$ cat config.mk
export PLATFORM = sky130hd
export DESIGN_NAME = can_latest_value_tx_table_unit_flat
export DESIGN_NICKNAME = d
export VERILOG_FILES = /design/src/rtl/cltt_pkg.sv /design/src/rtl/cltt_if.sv /design/src/rtl/cltt_slot_ram.sv /design/src/rtl/can_latest_value_tx_table_unit.sv /design/src/flat_wrapper.sv
export SDC_FILE = /design/constraint.sdc
export NUM_CORES = 1
export LEC_CHECK = 0
export BUFFER_PORTS_ARGS = -buffer_cell sky130_fd_sc_hd__buf_4
export CAP_MARGIN = 20
export CORE_MARGIN = 2
export CORE_UTILIZATION = 63
export CTS_CLUSTER_DIAMETER = 150
export DETAILED_ROUTE_END_ITERATION = 10
export PLACE_DENSITY = 0.85
export SLEW_MARGIN = 20
export SYNTH_ARGS = -nofsm -noshare
export SYNTH_HDL_FRONTEND = slang
export SYNTH_HIERARCHICAL = 1
export SYNTH_SLANG_ARGS = --single-unit
$ cat constraint.sdc
create_clock -name clock -period 18.4 [get_ports clock]
set_clock_uncertainty 0.15 [all_clocks]
set_input_delay 3.68 -clock clock [delete_from_list [all_inputs] [get_ports clock]]
set_output_delay 3.68 -clock clock [all_outputs]
set_load 0.1 [all_outputs]
$ cat src/rtl/cltt_pkg.sv
`timescale 1ns / 1ps
// ----------------------------------------------------------------------------
// cltt_pkg
// Shared types and constants of the latest-value transmit table.
// ----------------------------------------------------------------------------
package cltt_pkg;

   // table geometry
   localparam int SLOTS     = 8;
   localparam int MAX_BYTES = 8;
   localparam int IDX_W     = (SLOTS > 1) ? $clog2(SLOTS) : 1;
   localparam int CNT_W     = $clog2(SLOTS + 1);

   // request command codes
   localparam logic CMD_STORE = 1'b0;
   localparam logic CMD_SEND  = 1'b1;

   // one stored frame
   typedef struct packed {
      logic        bus;
      logic [10:0] id;
      logic [3:0]  length;
      logic [63:0] payload;
   } slot_type;

   // slot memory access
   typedef struct packed {
      logic             wr_en;
      logic [IDX_W-1:0] wr_addr;
      slot_type         wr_data;
      logic             rd_en;
      logic [IDX_W-1:0] rd_addr;
   } ram_ctrl_type;

   // sequencer states
   typedef enum logic [1:0] {
      ST_IDLE,
      ST_SCAN,
      ST_SEND
   } state_type;

endpackage

$ cat src/rtl/cltt_if.sv
`timescale 1ns / 1ps
// ----------------------------------------------------------------------------
// cltt request and response channels
// Valid/ready channels carrying update/send requests and sent frames.
// ----------------------------------------------------------------------------
interface cltt_req_if;
   logic        valid;
   logic        ready;
   logic        command;
   logic        bus;
   logic [10:0] frame_id;
   logic [3:0]  byte_count;
   logic [63:0] payload;

   modport source (output valid, command, bus, frame_id, byte_count, payload,
                   input ready);
   modport sink (input valid, command, bus, frame_id, byte_count, payload,
                 output ready);
endinterface

interface cltt_rsp_if;
   logic        valid;
   logic        ready;
   logic        out_bus;
   logic [10:0] out_id;
   logic [3:0]  out_length;
   logic [63:0] out_payload;
   logic        last;
   logic [31:0] errors_seen;

   modport source (output valid, out_bus, out_id, out_length, out_payload, last,
                   errors_seen, input ready);
   modport sink (input valid, out_bus, out_id, out_length, out_payload, last,
                 errors_seen, output ready);
endinterface

$ cat src/rtl/cltt_slot_ram.sv
`timescale 1ns / 1ps
// ----------------------------------------------------------------------------
// cltt_slot_ram
// Slot storage: one write port, one registered read port.
// ----------------------------------------------------------------------------
module cltt_slot_ram (
   input  logic                  clock,
   input  cltt_pkg::ram_ctrl_type ctrl,
   output cltt_pkg::slot_type     rd_data
);
   import cltt_pkg::*;

   slot_type mem [SLOTS];

   // write port
   always_ff @(posedge clock) begin
      if (ctrl.wr_en) begin
         mem[ctrl.wr_addr] <= ctrl.wr_data;
      end
   end

   // read port, registered: data the cycle after the address
   always_ff @(posedge clock) begin
      if (ctrl.rd_en) begin
         rd_data <= mem[ctrl.rd_addr];
      end
   end

endmodule

$ cat src/rtl/can_latest_value_tx_table_unit.sv
`timescale 1ns / 1ps
// ----------------------------------------------------------------------------
// can_latest_value_tx_table_unit
// Latest-value transmit table: stores frames by bus and id, sends them all.
// ----------------------------------------------------------------------------
// Update, empty table or bad length: done in ST_IDLE, next request the cycle after.
// Update with n occupied slots: the slot memory is read once per slot, so the
//   request holds off the next one until ST_SCAN has compared every slot.
// Send: slot 0 is read on the request and loaded in ST_SEND, then one frame
//   per cycle while the response side takes them.
// Reset empties the table (fill count zero) and clears the error counter; the
//   slot memory itself is not cleared.
// ----------------------------------------------------------------------------
module can_latest_value_tx_table_unit (
   input logic       clock,
   input logic       reset,
   cltt_req_if.sink  req_ch,
   cltt_rsp_if.source rsp_ch
);
   import cltt_pkg::*;

   localparam logic [3:0] LEN_MAX = 4'(MAX_BYTES);

   // keep bytes below the length, zero the rest
   function automatic logic [63:0] keep_bytes(input logic [63:0] value,
                                              input logic [3:0] len);
      logic [63:0] res;
      res = '0;
      for (int b = 0; b < 8; b++) begin
         if (4'(b) < len) begin
            res[b*8 +: 8] = value[b*8 +: 8];
         end
      end
      return res;
   endfunction

   state_type        state_ff, state_in;
   logic [CNT_W-1:0] count_ff, count_in;
   logic [31:0]      error_ff, error_in;
   logic [CNT_W-1:0] issue_ff, issue_in;
   logic             chk_vld_ff, chk_vld_in;
   logic [IDX_W-1:0] chk_idx_ff, chk_idx_in;
   logic             hit_ff, hit_in;
   logic [IDX_W-1:0] hit_idx_ff, hit_idx_in;
   logic [IDX_W-1:0] send_idx_ff, send_idx_in;
   slot_type         key_ff, key_in;
   logic             rsp_vld_ff, rsp_vld_in;
   slot_type         rsp_slot_ff;
   logic             rsp_last_ff, last_in;
   logic [31:0]      rsp_err_ff;

   ram_ctrl_type     ram;
   slot_type         rd_data;
   slot_type         new_slot;
   logic [CNT_W-1:0] last_idx;
   logic             out_free;
   logic             load;
   logic             match;

   cltt_slot_ram u_ram (
      .clock   (clock),
      .ctrl    (ram),
      .rd_data (rd_data)
   );

   // incoming frame with unused bytes cleared
   always_comb begin
      new_slot.bus     = req_ch.bus;
      new_slot.id      = req_ch.frame_id;
      new_slot.length  = req_ch.byte_count;
      new_slot.payload = keep_bytes(req_ch.payload, req_ch.byte_count);
   end

   assign last_idx = count_ff - CNT_W'(1);
   assign out_free = !rsp_vld_ff || rsp_ch.ready;
   assign match    = (rd_data.bus == key_ff.bus) && (rd_data.id == key_ff.id);

   // state register
   always_ff @(posedge clock) begin
      if (reset) begin
         state_ff <= ST_IDLE;
      end else begin
         state_ff <= state_in;
      end
   end

   // sequencer: next state, memory access and datapath updates
   always_comb begin
      state_in     = state_ff;
      count_in     = count_ff;
      error_in     = error_ff;
      issue_in     = issue_ff;
      chk_vld_in   = 1'b0;
      chk_idx_in   = chk_idx_ff;
      hit_in       = hit_ff;
      hit_idx_in   = hit_idx_ff;
      send_idx_in  = send_idx_ff;
      key_in       = key_ff;
      load         = 1'b0;
      last_in      = 1'b0;
      ram          = '0;
      req_ch.ready = 1'b0;
      case (state_ff)
         ST_IDLE: begin
            req_ch.ready = 1'b1;
            if (req_ch.valid) begin
               if (req_ch.command == CMD_STORE) begin
                  if (req_ch.byte_count > LEN_MAX) begin
                     error_in = error_ff + 32'd1;
                  end else if (count_ff == '0) begin
                     ram.wr_en   = 1'b1;
                     ram.wr_addr = count_ff[IDX_W-1:0];
                     ram.wr_data = new_slot;
                     count_in    = count_ff + CNT_W'(1);
                  end else begin
                     // look for a slot with the same bus and id
                     key_in      = new_slot;
                     hit_in      = 1'b0;
                     ram.rd_en   = 1'b1;
                     ram.rd_addr = '0;
                     chk_vld_in  = 1'b1;
                     chk_idx_in  = '0;
                     issue_in    = CNT_W'(1);
                     state_in    = ST_SCAN;
                  end
               end else if (count_ff != '0) begin
                  ram.rd_en   = 1'b1;
                  ram.rd_addr = '0;
                  send_idx_in = '0;
                  state_in    = ST_SEND;
               end
            end
         end
         ST_SCAN: begin
            // issue one read per cycle over the occupied slots
            if (issue_ff < count_ff) begin
               ram.rd_en   = 1'b1;
               ram.rd_addr = issue_ff[IDX_W-1:0];
               chk_vld_in  = 1'b1;
               chk_idx_in  = issue_ff[IDX_W-1:0];
               issue_in    = issue_ff + CNT_W'(1);
            end
            // compare the slot read last cycle
            if (chk_vld_ff) begin
               if (match) begin
                  hit_in     = 1'b1;
                  hit_idx_in = chk_idx_ff;
               end
               if (CNT_W'(chk_idx_ff) == last_idx) begin
                  state_in = ST_IDLE;
                  if (match) begin
                     ram.wr_en   = 1'b1;
                     ram.wr_addr = chk_idx_ff;
                     ram.wr_data = key_ff;
                  end else if (hit_ff) begin
                     ram.wr_en   = 1'b1;
                     ram.wr_addr = hit_idx_ff;
                     ram.wr_data = key_ff;
                  end else if (count_ff < CNT_W'(SLOTS)) begin
                     ram.wr_en   = 1'b1;
                     ram.wr_addr = count_ff[IDX_W-1:0];
                     ram.wr_data = key_ff;
                     count_in    = count_ff + CNT_W'(1);
                  end else begin
                     error_in = error_ff + 32'd1;
                  end
               end
            end
         end
         ST_SEND: begin
            // move the slot just read into the output register
            if (out_free) begin
               load    = 1'b1;
               last_in = (CNT_W'(send_idx_ff) == last_idx);
               if (last_in) begin
                  state_in = ST_IDLE;
               end else begin
                  send_idx_in = send_idx_ff + IDX_W'(1);
                  ram.rd_en   = 1'b1;
                  ram.rd_addr = send_idx_ff + IDX_W'(1);
               end
            end
         end
         default: begin
            state_in = ST_IDLE;
         end
      endcase
   end

   assign rsp_vld_in = load ? 1'b1 : (rsp_ch.ready ? 1'b0 : rsp_vld_ff);

   // control registers
   always_ff @(posedge clock) begin
      if (reset) begin
         count_ff   <= '0;
         error_ff   <= '0;
         chk_vld_ff <= 1'b0;
         rsp_vld_ff <= 1'b0;
      end else begin
         count_ff   <= count_in;
         error_ff   <= error_in;
         chk_vld_ff <= chk_vld_in;
         rsp_vld_ff <= rsp_vld_in;
      end
   end

   // scan and key registers
   always_ff @(posedge clock) begin
      issue_ff    <= issue_in;
      chk_idx_ff  <= chk_idx_in;
      hit_ff      <= hit_in;
      hit_idx_ff  <= hit_idx_in;
      send_idx_ff <= send_idx_in;
      key_ff      <= key_in;
   end

   // response register
   always_ff @(posedge clock) begin
      if (load) begin
         rsp_slot_ff <= rd_data;
         rsp_last_ff <= last_in;
         rsp_err_ff  <= error_ff;
      end
   end

   assign rsp_ch.valid       = rsp_vld_ff;
   assign rsp_ch.out_bus     = rsp_slot_ff.bus;
   assign rsp_ch.out_id      = rsp_slot_ff.id;
   assign rsp_ch.out_length  = rsp_slot_ff.length;
   assign rsp_ch.out_payload = rsp_slot_ff.payload;
   assign rsp_ch.last        = rsp_last_ff;
   assign rsp_ch.errors_seen = rsp_err_ff;

   // fill count stays within the table
   a_count_range: assert property (@(posedge clock) disable iff (reset)
      count_ff <= CNT_W'(SLOTS))
      else $error("fill count beyond table size");

   // fill count grows by at most one per cycle
   a_count_step: assert property (@(posedge clock) disable iff (reset)
      1'b1 |=> (count_ff == $past(count_ff)) ||
               (count_ff == $past(count_ff) + CNT_W'(1)))
      else $error("fill count jumped");

   // table is never written while frames are being sent
   a_no_write_in_send: assert property (@(posedge clock) disable iff (reset)
      ram.wr_en |-> (state_ff != ST_SEND))
      else $error("slot write during send");

   // error counter holds during a send run
   a_err_stable_send: assert property (@(posedge clock) disable iff (reset)
      (state_ff == ST_SEND) |=> $stable(error_ff))
      else $error("error counter moved during send");

   // a frame is loaded only when the output register is free
   a_load_free: assert property (@(posedge clock) disable iff (reset)
      load |-> out_free)
      else $error("response overwritten");

endmodule
$ cat src/flat_wrapper.sv
// flat-port wrapper written by rule: the top's interface ports become plain ports
module can_latest_value_tx_table_unit_flat import cltt_pkg::*;
  (clock, reset, req_ch_valid, req_ch_command, req_ch_bus, req_ch_frame_id, req_ch_byte_count, req_ch_payload, req_ch_ready, rsp_ch_valid, rsp_ch_out_bus, rsp_ch_out_id, rsp_ch_out_length, rsp_ch_out_payload, rsp_ch_last, rsp_ch_errors_seen, rsp_ch_ready);
  cltt_req_if req_ch_i ();
  cltt_rsp_if rsp_ch_i ();
  input logic clock;
  input logic reset;
  input wire logic [$bits(req_ch_i.valid)-1:0] req_ch_valid;
  input wire logic [$bits(req_ch_i.command)-1:0] req_ch_command;
  input wire logic [$bits(req_ch_i.bus)-1:0] req_ch_bus;
  input wire logic [$bits(req_ch_i.frame_id)-1:0] req_ch_frame_id;
  input wire logic [$bits(req_ch_i.byte_count)-1:0] req_ch_byte_count;
  input wire logic [$bits(req_ch_i.payload)-1:0] req_ch_payload;
  output wire logic [$bits(req_ch_i.ready)-1:0] req_ch_ready;
  output wire logic [$bits(rsp_ch_i.valid)-1:0] rsp_ch_valid;
  output wire logic [$bits(rsp_ch_i.out_bus)-1:0] rsp_ch_out_bus;
  output wire logic [$bits(rsp_ch_i.out_id)-1:0] rsp_ch_out_id;
  output wire logic [$bits(rsp_ch_i.out_length)-1:0] rsp_ch_out_length;
  output wire logic [$bits(rsp_ch_i.out_payload)-1:0] rsp_ch_out_payload;
  output wire logic [$bits(rsp_ch_i.last)-1:0] rsp_ch_last;
  output wire logic [$bits(rsp_ch_i.errors_seen)-1:0] rsp_ch_errors_seen;
  input wire logic [$bits(rsp_ch_i.ready)-1:0] rsp_ch_ready;
  assign req_ch_i.valid = req_ch_valid;
  assign req_ch_i.command = req_ch_command;
  assign req_ch_i.bus = req_ch_bus;
  assign req_ch_i.frame_id = req_ch_frame_id;
  assign req_ch_i.byte_count = req_ch_byte_count;
  assign req_ch_i.payload = req_ch_payload;
  assign req_ch_ready = req_ch_i.ready;
  assign rsp_ch_valid = rsp_ch_i.valid;
  assign rsp_ch_out_bus = rsp_ch_i.out_bus;
  assign rsp_ch_out_id = rsp_ch_i.out_id;
  assign rsp_ch_out_length = rsp_ch_i.out_length;
  assign rsp_ch_out_payload = rsp_ch_i.out_payload;
  assign rsp_ch_last = rsp_ch_i.last;
  assign rsp_ch_errors_seen = rsp_ch_i.errors_seen;
  assign rsp_ch_i.ready = rsp_ch_ready;
  can_latest_value_tx_table_unit u_core (.clock(clock), .reset(reset), .req_ch(req_ch_i), .rsp_ch(rsp_ch_i));
endmodule
==> results.py, run 1 <==
metrics = {
    "power_and_ir_drop": {
        "p_sw_share_pct": 20.8,
        "p_switching_mw": 0.955,
        "vdd_drop_max_uv": 79.5,
        "combPwrFrac_pct": 3.8,
        "power_density_nw_per_um2": 109,
        "internal_power_mw": 3.65,
        "power.share.sequential_pct": 52.9,
        "p_leak_nw": 14.0,
        "power.share.clock_pct": 43.3,
    },
    "clock_network": {
        "cts_num_sinks": 967,
        "postCtsSetupRepairBufs": 0,
        "path_clk_slew_ps": 60,
        "numCtsBuffers": 93,
        "ctsResizeCount": 0,
        "clk-insertion-delay-late_ps": 650,
        "cts_root_buf": "clkbuf_16",
        "cts_tree": "done",
        "cts.path.max_buffers": 3,
        "htreeDepth": 3,
        "cts_hold_buffers": 0,
    },
    "setup_path": {
        "reg2reg_slack_ps": 12480,
        "ff2ff_path_depth": 11,
        "worstSetupPathType": "in2reg",
        "cp.required_ps": 18510,
        "reg2reg_from": "u_core/count_ff[0]",
        "crit_path_start_kind": "input port",
        "crit_fanout": 49,
        "cp.arrival_ps": 7440,
        "cp-end-kind": "flip-flop",
        "r2r-end": "u_core/u_ram/mem[2][19]",
    },
    "sta": {
        "finalSetupViolations": 0,
        "tightest_slew_ps": 1150,
        "post-route-period-util_pct": 39.9,
        "relSlewSlack_pct": 23.2,
        "setup_tns_ps": 0,
        "whs_ps": 268,
        "timing.fmax_mhz": 136,
        "finalHoldViolCount": 0,
        "drv_slew": 0,
        "rsz0062_at_grt": "no",
        "period_needed_ps": 7330,
    },
    "detailed_routing": {
        "drc": 0,
        "via_per_inst": 6.59,
        "vias": 18731,
        "postRouteAntennaNets": 0,
        "drt_iter0_drc": 2181,
        "drt_wl_total_um": 85800,
        "firstDrtPassIters": 5,
        "post_drt_wl_per_cell_um": 30.2,
    },
    "cells_and_area": {
        "multi_input_area_um2": 7780,
        "layout.area.seq_um2": 28600,
        "final_cell_count_no_fill": 2843,
        "fin_util_pct": 73.4,
        "n_antenna_cell": 0,
        "syn2layout_area_growth_pct": 15.1,
        "drive_gt1_share_pct": 30.5,
        "fin_nets": 2095,
        "postLayoutCellArea_um2": 42300,
        "fillers": 3037,
    },
    "placement": {
        "dpl-instance-area_um2": 39100,
        "place.gp.congestion": 0.788,
        "io_buffers": 199,
        "place_hpwl_um": 43900,
        "place_inst": 2670,
    },
    "worst_hold_path": {
        "holdPathStages": 0,
        "worstHoldEndpoint": "u_core/rsp_ch.out_payload[54]",
        "hold_class": "reg2reg",
        "hold_path.startpoint": "u_core/u_ram/rd_data[54]",
    },
    "synth": {
        "yosysWarnings": 6,
        "synth_cell_type_count": 53,
        "syn_nets": 1862,
        "syn_avg_cell_area_um2": 20.8,
        "yosys.area.top_type": "edfxtp_1",
        "ys_async_sr_fraction_pct": 0,
        "synth.top_cell.area_share_pct": 75.7,
        "synth_edf_count": 927,
        "ys_seq_area_share_pct": 77.8,
        "syn_inst": 1768,
        "ys_ff_latch": 967,
        "ys_top_cells_by_area": "edfxtp_1 (76%), mux4_2 (9.8%), mux2_2 (2.5%)",
        "synth_area_um2": 36800,
        "synth-main-ff-cell": "edfxtp_1",
    },
    "global_route": {
        "antenna_found_initial": 5,
        "overflow": 0,
        "grt_pass1_vias": 19313,
        "grt_pass1_wl_um": 126000,
        "grt_max_degree": 126,
        "grt_util_all_layers_pct": 28.9,
    },
    "die": {
        "core-area_um2": 57700,
        "die_h_um": 246,
        "start_util_pct": 63.8,
        "die-area_um2": 60400,
        "io_pins": 200,
        "core.rowCount": 88,
        "die_w_um": 246,
    },
    "status": {
        "outcome": "completed",
    },
    "run": {
        "cap_violations": 0,
    },
}
==> kinds of logic after synthesis <==
logic type / synth area share (%)
XOR/XNOR: 0.500
buffers and inverters: 1.43
AO/OA/AOI/OAI: 3.67
adder cells (fa/ha/maj): 0.306
multiplexers: 12.4
AND/OR/NAND/NOR: 3.87
flip-flops: 77.8
==> flip-flops by register name, summed over array words and instances (netlist names), 2 cells and up <==
register	cells
u_core/key_ff	80
u_core/u_ram/mem	640
u_core/chk_idx_ff	3
u_core/rsp_ch.out_payload	64
u_core/issue_ff	4
u_core/hit_idx_ff	3
u_core/u_ram/rd_data	80
u_core/send_idx_ff	3
u_core/rsp_ch.out_id	11
u_core/error_ff	32
u_core/rsp_ch.errors_seen	32
u_core/rsp_ch.out_length	4
u_core/state_ff	2
u_core/count_ff	4
==> layer usage <==
metal  track usage (%)  wire length (um)  vias up  share of wire [%]
li1                  -                 -     7762                  -
met1              38.3             31600     9690                 37
met2              47.9             43800     1081                 51
met3              5.05              6800      198                7.9
met4              12.9              3590        0                4.2
met5                 0                 0        -                  0
==> through the flow <==
stage,setup WS [ps],total power [mW]
finish,11070,4.60
global route,10790,4.71
CTS,11090,4.62
detailed placement,10450,2.65
global placement,10610,2.64
floorplan,6560,2.59
==> cell usage in the layout (no fill, tap or decap), types with 4 or more instances in the layout <==
master        n
nand4_1       9
a22o_1       78
a21oi_1      37
clkbuf_1     13
or3_1         7
ha_1          9
nor3_1        4
inv_1        13
nand2_1      34
and2_1       64
nor2_4        7
edfxtp_1    927
mux2_2       81
and3_1        4
clkinvlp_4    9
nand2b_1     12
xor2_1       18
nor2_1       22
clkbuf_16    97
dfxtp_1      40
nor2b_1      12
clkinv_4      4
mux4_2      160
buf_4       221
bufinv_16    14
clkinv_1     16
clkinv_2     16
nor4_1        6
o31ai_1      29
or4_1        28
nand3_1      22
==> cell type report <==
| type | instances | area share, % |
|---|---|---|
| sequential | 967 | 67.6 |
| multi-input combinational | 700 | 18.4 |
| clock buffer | 110 | 5.85 |
| timing repair buffer | 226 | 4.11 |
| tap | 765 | 2.26 |
| clock inverter | 62 | 1.68 |
| inverter | 13 | 0.115 |
==> synthesized netlist by cell type, drive strengths merged (9+ instances only) <==
library cell / count
mux4: 160
inv: 13
or4: 28
dfxtp: 40
and2: 65
nor2: 29
buf: 47
clkbuf: 41
nand2b: 12
xor2: 18
nor2b: 12
a21oi: 38
nand4: 9
ha: 9
a22o: 78
or3: 9
nand2: 34
nand3: 23
mux2: 84
edfxtp: 927
o31ai: 29
==> critical path: stages <==
cell,delay (ps)
buf_4,100
nand4bb_1,110
nor4_1,480
and2_4,610
nand2_1,130
o31ai_1,240
nand2b_1,310
nor2_4,910
buf_4,780
==> worst max-delay path by stage <==
| stage | from | end | slack [ps] | cells after the start |
|---|---|---|---|---|
| after floorplan | rsp_ch_ready | u_core/u_ram/rd_data[0] | 6560 | 4 |
| after global placement | req_ch_valid | u_core/u_ram/mem[2][40] | 10610 | 9 |
| after detailed placement | req_ch_valid | u_core/u_ram/mem[2][44] | 10450 | 9 |
| after CTS | req_ch_valid | u_core/u_ram/mem[2][20] | 11090 | 9 |
| after global routing | req_ch_valid | u_core/u_ram/mem[2][19] | 10790 | 9 |
| final | req_ch_valid | u_core/u_ram/mem[2][19] | 11070 | 9 |
==> power by group through the flow <==
stage               clock (mW)  combinational, mW  sequential [mW]
floorplan                    0             0.0802             2.51
global placement             0              0.163             2.48
detailed placement           0              0.169             2.48
CTS                       2.01              0.174             2.44
global route              2.09              0.183             2.44
finish                    1.99              0.174             2.44
Note: power is estimated with default switching activity, not from simulation.
==> run 2: changes to the inputs <==
Settings changed: CORE_UTILIZATION 63 to 61, PLACE_DENSITY 0.85 to 0.83.
Clock period 18.4 ns to 7.27 ns, I/O delays scaled along.
==> run 2 against run 1 <==
Combinational power rose to 2.5 times the previous value. Power rose to 2.5 times the previous value. Count of clock-buffer cells in the layout down 3. Global-route usage down 2.0 points. Clock power up 150%. Setup slack worse by 9300 ps. Register-to-register slack worse by 11000 ps. First-iteration DRC count down 1.9%. Largest power group unchanged. Critical path depth up 1. Routed wire length down 2.9%. Non-clock buffer count up 2. Utilization down 2.8 points.
==> results.py, run 2 (synthesized netlist as in run 1, its figures left out) <==
metrics = {
    "sta": {
        "whs_ps": 266,
        "rsz0062_at_grt": "no",
        "period_needed_ps": 5480,
        "finalSetupViolations": 0,
        "tightest_slew_ps": 1110,
        "setup_tns_ps": 0,
        "post-route-period-util_pct": 75.4,
        "drv_slew": 0,
        "relSlewSlack_pct": 25.6,
        "finalHoldViolCount": 0,
        "timing.fmax_mhz": 183,
    },
    "power_and_ir_drop": {
        "p_leak_nw": 13.9,
        "power_mw": 11.5,
        "power_density_nw_per_um2": 272,
        "vdd_drop_max_uv": 209,
    },
    "setup_path": {
        "cp-end-kind": "flip-flop",
        "crit_buf_inv": 2,
        "cp.arrival_ps": 5620,
        "cpLargestDelayFamily": "simple AND/OR/NAND/NOR gates",
        "worstSetupPathType": "reg2reg",
        "crit_path_top_delay_cell": "o31ai_1",
        "critical-path-max-stage-delay_ps": 970,
        "cp.required_ps": 7410,
        "crit_path_start_kind": "flip-flop",
        "crit_chain": "inv_1 > ha_1 > xor2_1 > or4_1 > a31oi_4 > nand3_1 > o31ai_1 > nand2b_1 > nor2_4 > buf_12",
        "crit_fanout": 51,
    },
    "status": {
        "outcome": "completed",
    },
    "cells_and_area": {
        "largest_reg_flops": 640,
        "layout_commonest_cell": "edfxtp_1",
        "drive_gt1_share_pct": 30.5,
        "multi_input_area_um2": 7790,
        "layout.area.seq_um2": 28600,
        "postLayoutCellArea_um2": 42400,
        "fillers": 3254,
        "final_cell_count_no_fill": 2864,
        "fin_nets": 2095,
        "mostFrequentLayoutCells": "edfxtp_1 (927), buf_4 (218), mux4_2 (160), clkbuf_16 (93), mux2_2 (81)",
        "reg_top3": "u_core/u_ram/mem: 640 flops, u_core/key_ff: 80 flops, u_core/u_ram/rd_data: 80 flops",
        "syn2layout_area_growth_pct": 15.2,
        "regMostFlops": "u_core/u_ram/mem",
    },
    "clock_network": {
        "path_clk_slew_ps": 60,
        "htreeDepth": 3,
        "cts.path.max_buffers": 3,
        "cts_num_sinks": 967,
        "cts_hold_buffers": 0,
        "cts_root_buf": "clkbuf_16",
        "numCtsBuffers": 91,
        "ctsResizeCount": 0,
        "cts_tree": "done",
        "postCtsSetupRepairBufs": 0,
        "clk-insertion-delay-late_ps": 640,
    },
    "die": {
        "io_pins": 200,
        "core-area_um2": 60000,
        "die-area_um2": 62300,
        "die_w_um": 250,
        "die_h_um": 250,
        "core.rowCount": 90,
        "start_util_pct": 61.3,
    },
    "detailed_routing": {
        "drt_iter0_drc": 2139,
        "postRouteAntennaNets": 0,
        "drt_wl_total_um": 83300,
        "via_per_inst": 6.59,
        "post_drt_wl_per_cell_um": 29.1,
        "firstDrtPassIters": 5,
        "vias": 18872,
        "drc": 0,
    },
    "global_route": {
        "overflow": 0,
        "grt_max_degree": 161,
        "grt_pass1_wl_um": 123000,
        "grt_pass1_vias": 19345,
        "grt_util_all_layers_pct": 26.9,
        "antenna_found_initial": 4,
    },
    "placement": {
        "place_inst": 2690,
        "place_hpwl_um": 43700,
        "dpl-instance-area_um2": 39300,
        "place.gp.congestion": 0.864,
        "io_buffers": 199,
    },
    "worst_hold_path": {
        "hold_class": "reg2reg",
    },
    "run": {
        "cap_violations": 0,
    },
}
## run 2: report_power, final
| group | internal, mW | total, mW | switching (mW) | leakage (nW) |
|---|---|---|---|---|
| Clock | 2.86 | 4.94 | 2.07 | 1.51 |
| Combinational | 0.143 | 0.439 | 0.296 | 3.39 |
| Sequential | 6.14 | 6.16 | 0.0259 | 9.04 |
## run 2: cell type report
cell class              count  area share, %
diodes                      2         0.0118
clock buffers             107           5.61
clock inverters            65           1.73
inverters                  13          0.115
multi-input cells         700           18.4
flip-flops and latches    967           67.6
well taps                 782           2.31
repair buffers            228           4.29
## run 2: final timing paths
kind	from	end	slack (ps)	cells past startpoint
min reg2reg	u_core/u_ram/rd_data[49]	u_core/rsp_ch.out_payload[49]	270	0
min	u_core/u_ram/rd_data[49]	u_core/rsp_ch.out_payload[49]	270	0
max reg2reg	u_core/count_ff[0]	u_core/u_ram/mem[2][18]	1790	10
max	u_core/count_ff[0]	u_core/u_ram/mem[2][18]	1790	10
## run 2: through the flow
| step | util, % | worst slack, ps |
|---|---|---|
| 6_report | 70.6 | 1790 |
| 4_1_cts | 70.6 | 1800 |
| 2_1_floorplan | - | 340 |
| 5_1_grt | 70.6 | 1550 |
| 3_5_place_dp | 65.4 | 1760 |
| 3_3_place_gp | 65.4 | 1640 |
## run 2: layer usage
metal  routed length (um)  vias up  global-route usage (%)
li1                     -     7787                       -
met1                30600     9789                    35.4
met2                42400     1114                    44.8
met3                 7280      178                    4.87
met4                 3030        4                    11.4
met5                   34        -                       0
==> run 3: changes to the inputs <==
Clock period 7.27 ns to 5.3 ns, I/O delays scaled along.
==> run 3 against run 2 <==
Non-clock buffer count increased by 9. Power increased by 36%. Clock power increased by 35%. Worst hold slack improved by 1.2 ps. Routed wire length increased by 0.39%. Sequential power increased by 37%. Register-to-register slack got worse by 960 ps. Cell area increased by 0.17%. Critical path depth unchanged. Setup slack got worse by 960 ps. Fmax increased by 23%. First-iteration DRC count decreased by 2.1%. Critical endpoint is now u_core/u_ram/mem[3][55]. Largest cell class unchanged.
==> results.py, run 3 (synthesized netlist as in run 1, its figures left out) <==
metrics = {
    "detailed_routing": {
        "vias": 18688,
        "drt_wl_total_um": 83600,
        "route.met2.wl_um": 42400,
        "postRouteAntennaNets": 0,
        "post_drt_wl_per_cell_um": 29.2,
        "met3WireLength_um": 7520,
        "firstDrtPassIters": 5,
        "wl_met1_um": 30600,
        "drt_iter0_drc": 2095,
        "drc": 0,
        "via_per_inst": 6.52,
        "top_layer": "met5",
    },
    "clock_network": {
        "cts_hold_buffers": 0,
        "path_clk_slew_ps": 60,
        "cts_root_buf": "clkbuf_16",
        "numCtsBuffers": 90,
        "htreeDepth": 3,
        "clk-insertion-delay-late_ps": 650,
        "cts_num_sinks": 967,
        "postCtsSetupRepairBufs": 0,
        "cts_tree": "done",
        "ctsResizeCount": 0,
        "cts.path.max_buffers": 3,
    },
    "placement": {
        "place_hpwl_um": 43900,
        "dpl-instance-area_um2": 39400,
        "place.gp.congestion": 0.857,
        "io_buffers": 199,
        "pre_cts_slack_ps": 1020,
    },
    "die": {
        "die-area_um2": 62300,
        "die_h_um": 250,
        "core-area_um2": 60000,
        "start_util_pct": 61.3,
        "core.rowCount": 90,
        "die_w_um": 250,
        "io_pins": 200,
    },
    "sta": {
        "period_needed_ps": 4470,
        "whs_ps": 267,
        "rsz0062_at_grt": "no",
        "setup_ws_ps": 834,
        "post-route-period-util_pct": 84.3,
        "relSlewSlack_pct": 39.4,
        "setup_tns_ps": 0,
        "finalHoldViolCount": 0,
        "drv_slew": 0,
        "timing.fmax_mhz": 224,
        "tightest_slew_ps": 909,
        "finalSetupViolations": 0,
    },
    "cells_and_area": {
        "reg_top3": "u_core/u_ram/mem: 640 flops, u_core/key_ff: 80 flops, u_core/u_ram/rd_data: 80 flops",
        "drive_gt1_share_pct": 30.5,
        "largest_reg_flops": 640,
        "mostFrequentLayoutCells": "edfxtp_1 (927), buf_4 (223), mux4_2 (160), clkbuf_16 (93), mux2_2 (81)",
        "n_antenna_cell": 0,
        "fin_nets": 2103,
        "layout_commonest_cell": "edfxtp_1",
        "regMostFlops": "u_core/u_ram/mem",
        "syn2layout_area_growth_pct": 15.4,
        "postLayoutCellArea_um2": 42500,
    },
    "global_route": {
        "grt_util_all_layers_pct": 27.1,
        "antenna_found_initial": 2,
        "grt_max_degree": 81,
        "overflow": 0,
        "grt_pass1_wl_um": 124000,
        "grt_pass1_vias": 19509,
    },
    "setup_path": {
        "crit_path_start_kind": "flip-flop",
        "reg2reg_slack_ps": 830,
        "worstSetupPathType": "reg2reg",
        "critical-path-max-stage-delay_ps": 650,
        "cp-end-kind": "flip-flop",
        "crit_path_top_delay_cell": "buf_4",
        "crit_fanout": 49,
        "crit_chain": "inv_1 > ha_1 > xor2_1 > or4_1 > a31oi_4 > nand3_1 > a31oi_4 > buf_4 > buf_4 > a22o_1",
        "cp.arrival_ps": 4750,
        "cp.required_ps": 5590,
    },
    "power_and_ir_drop": {
        "power_mw": 15.7,
        "power_density_nw_per_um2": 370,
        "p_leak_nw": 14.0,
        "vdd_drop_max_uv": 250,
    },
    "worst_hold_path": {
        "hold_class": "reg2reg",
    },
    "run": {
        "cap_violations": 0,
    },
    "status": {
        "outcome": "completed",
    },
}
[run 3: cell types whose count changed in the layout (fill, tap and decap cells not counted), moves of 3 or more]
| cell | change |
|---|---|
| clkinv_2 | -5 |
| clkinvlp_4 | -3 |
| buf_4 | +5 |
| buf_12 | +6 |
| clkinv_1 | +7 |
| clkbuf_1 | -5 |
[run 3: final cells by class]
class                      count  area, um^2
inverter                      13        48.8
fill                        3326       17600
clock buffer                 102        2360
clock inverter                64         694
sequential                   967       28600
timing repair buffer         237        1950
tap                          782         978
multi-input combinational    700        7790
[run 3: worst paths after layout]
kind                                                from                            end  cells past startpoint
worst max-delay path                  u_core/count_ff[0]        u_core/u_ram/mem[3][55]                     10
worst min-delay path            u_core/u_ram/rd_data[56]  u_core/rsp_ch.out_payload[56]                      0
worst max register to register        u_core/count_ff[0]        u_core/u_ram/mem[3][55]                     10
worst min register to register  u_core/u_ram/rd_data[56]  u_core/rsp_ch.out_payload[56]                      0
[run 3: per-stage QoR]
| step | cells | util (%) |
|---|---|---|
| finish | 2865 | 70.8 |
| global route | 2865 | 70.8 |
| CTS | 2865 | 70.8 |
| detailed placement | 2699 | 65.7 |
| global placement | 2699 | 65.7 |
| floorplan | 1768 | - |
[run 3: report_power, final]
part | switching (mW) | internal [mW] | total [mW]
logic | 0.408 | 0.200 | 0.608
clock network | 2.79 | 3.86 | 6.65
registers | 0.0376 | 8.42 | 8.45
[run 3: critical path: cells and delay by family, from the launching register on]
kind / cells / cell delay, ps
simple gates: 2 / 780
fa+ha+maj: 1 / 280
xor+xnor: 1 / 190
flops: 1 / 560
buf+inv: 3 / 1400
compound gates: 3 / 860
[run 3: layer usage]
layer	up-vias	GRT usage, %
li1	7785	-
met1	9567	35.4
met2	1151	45.3
met3	183	5.25
met4	2	11.4
met5	-	0
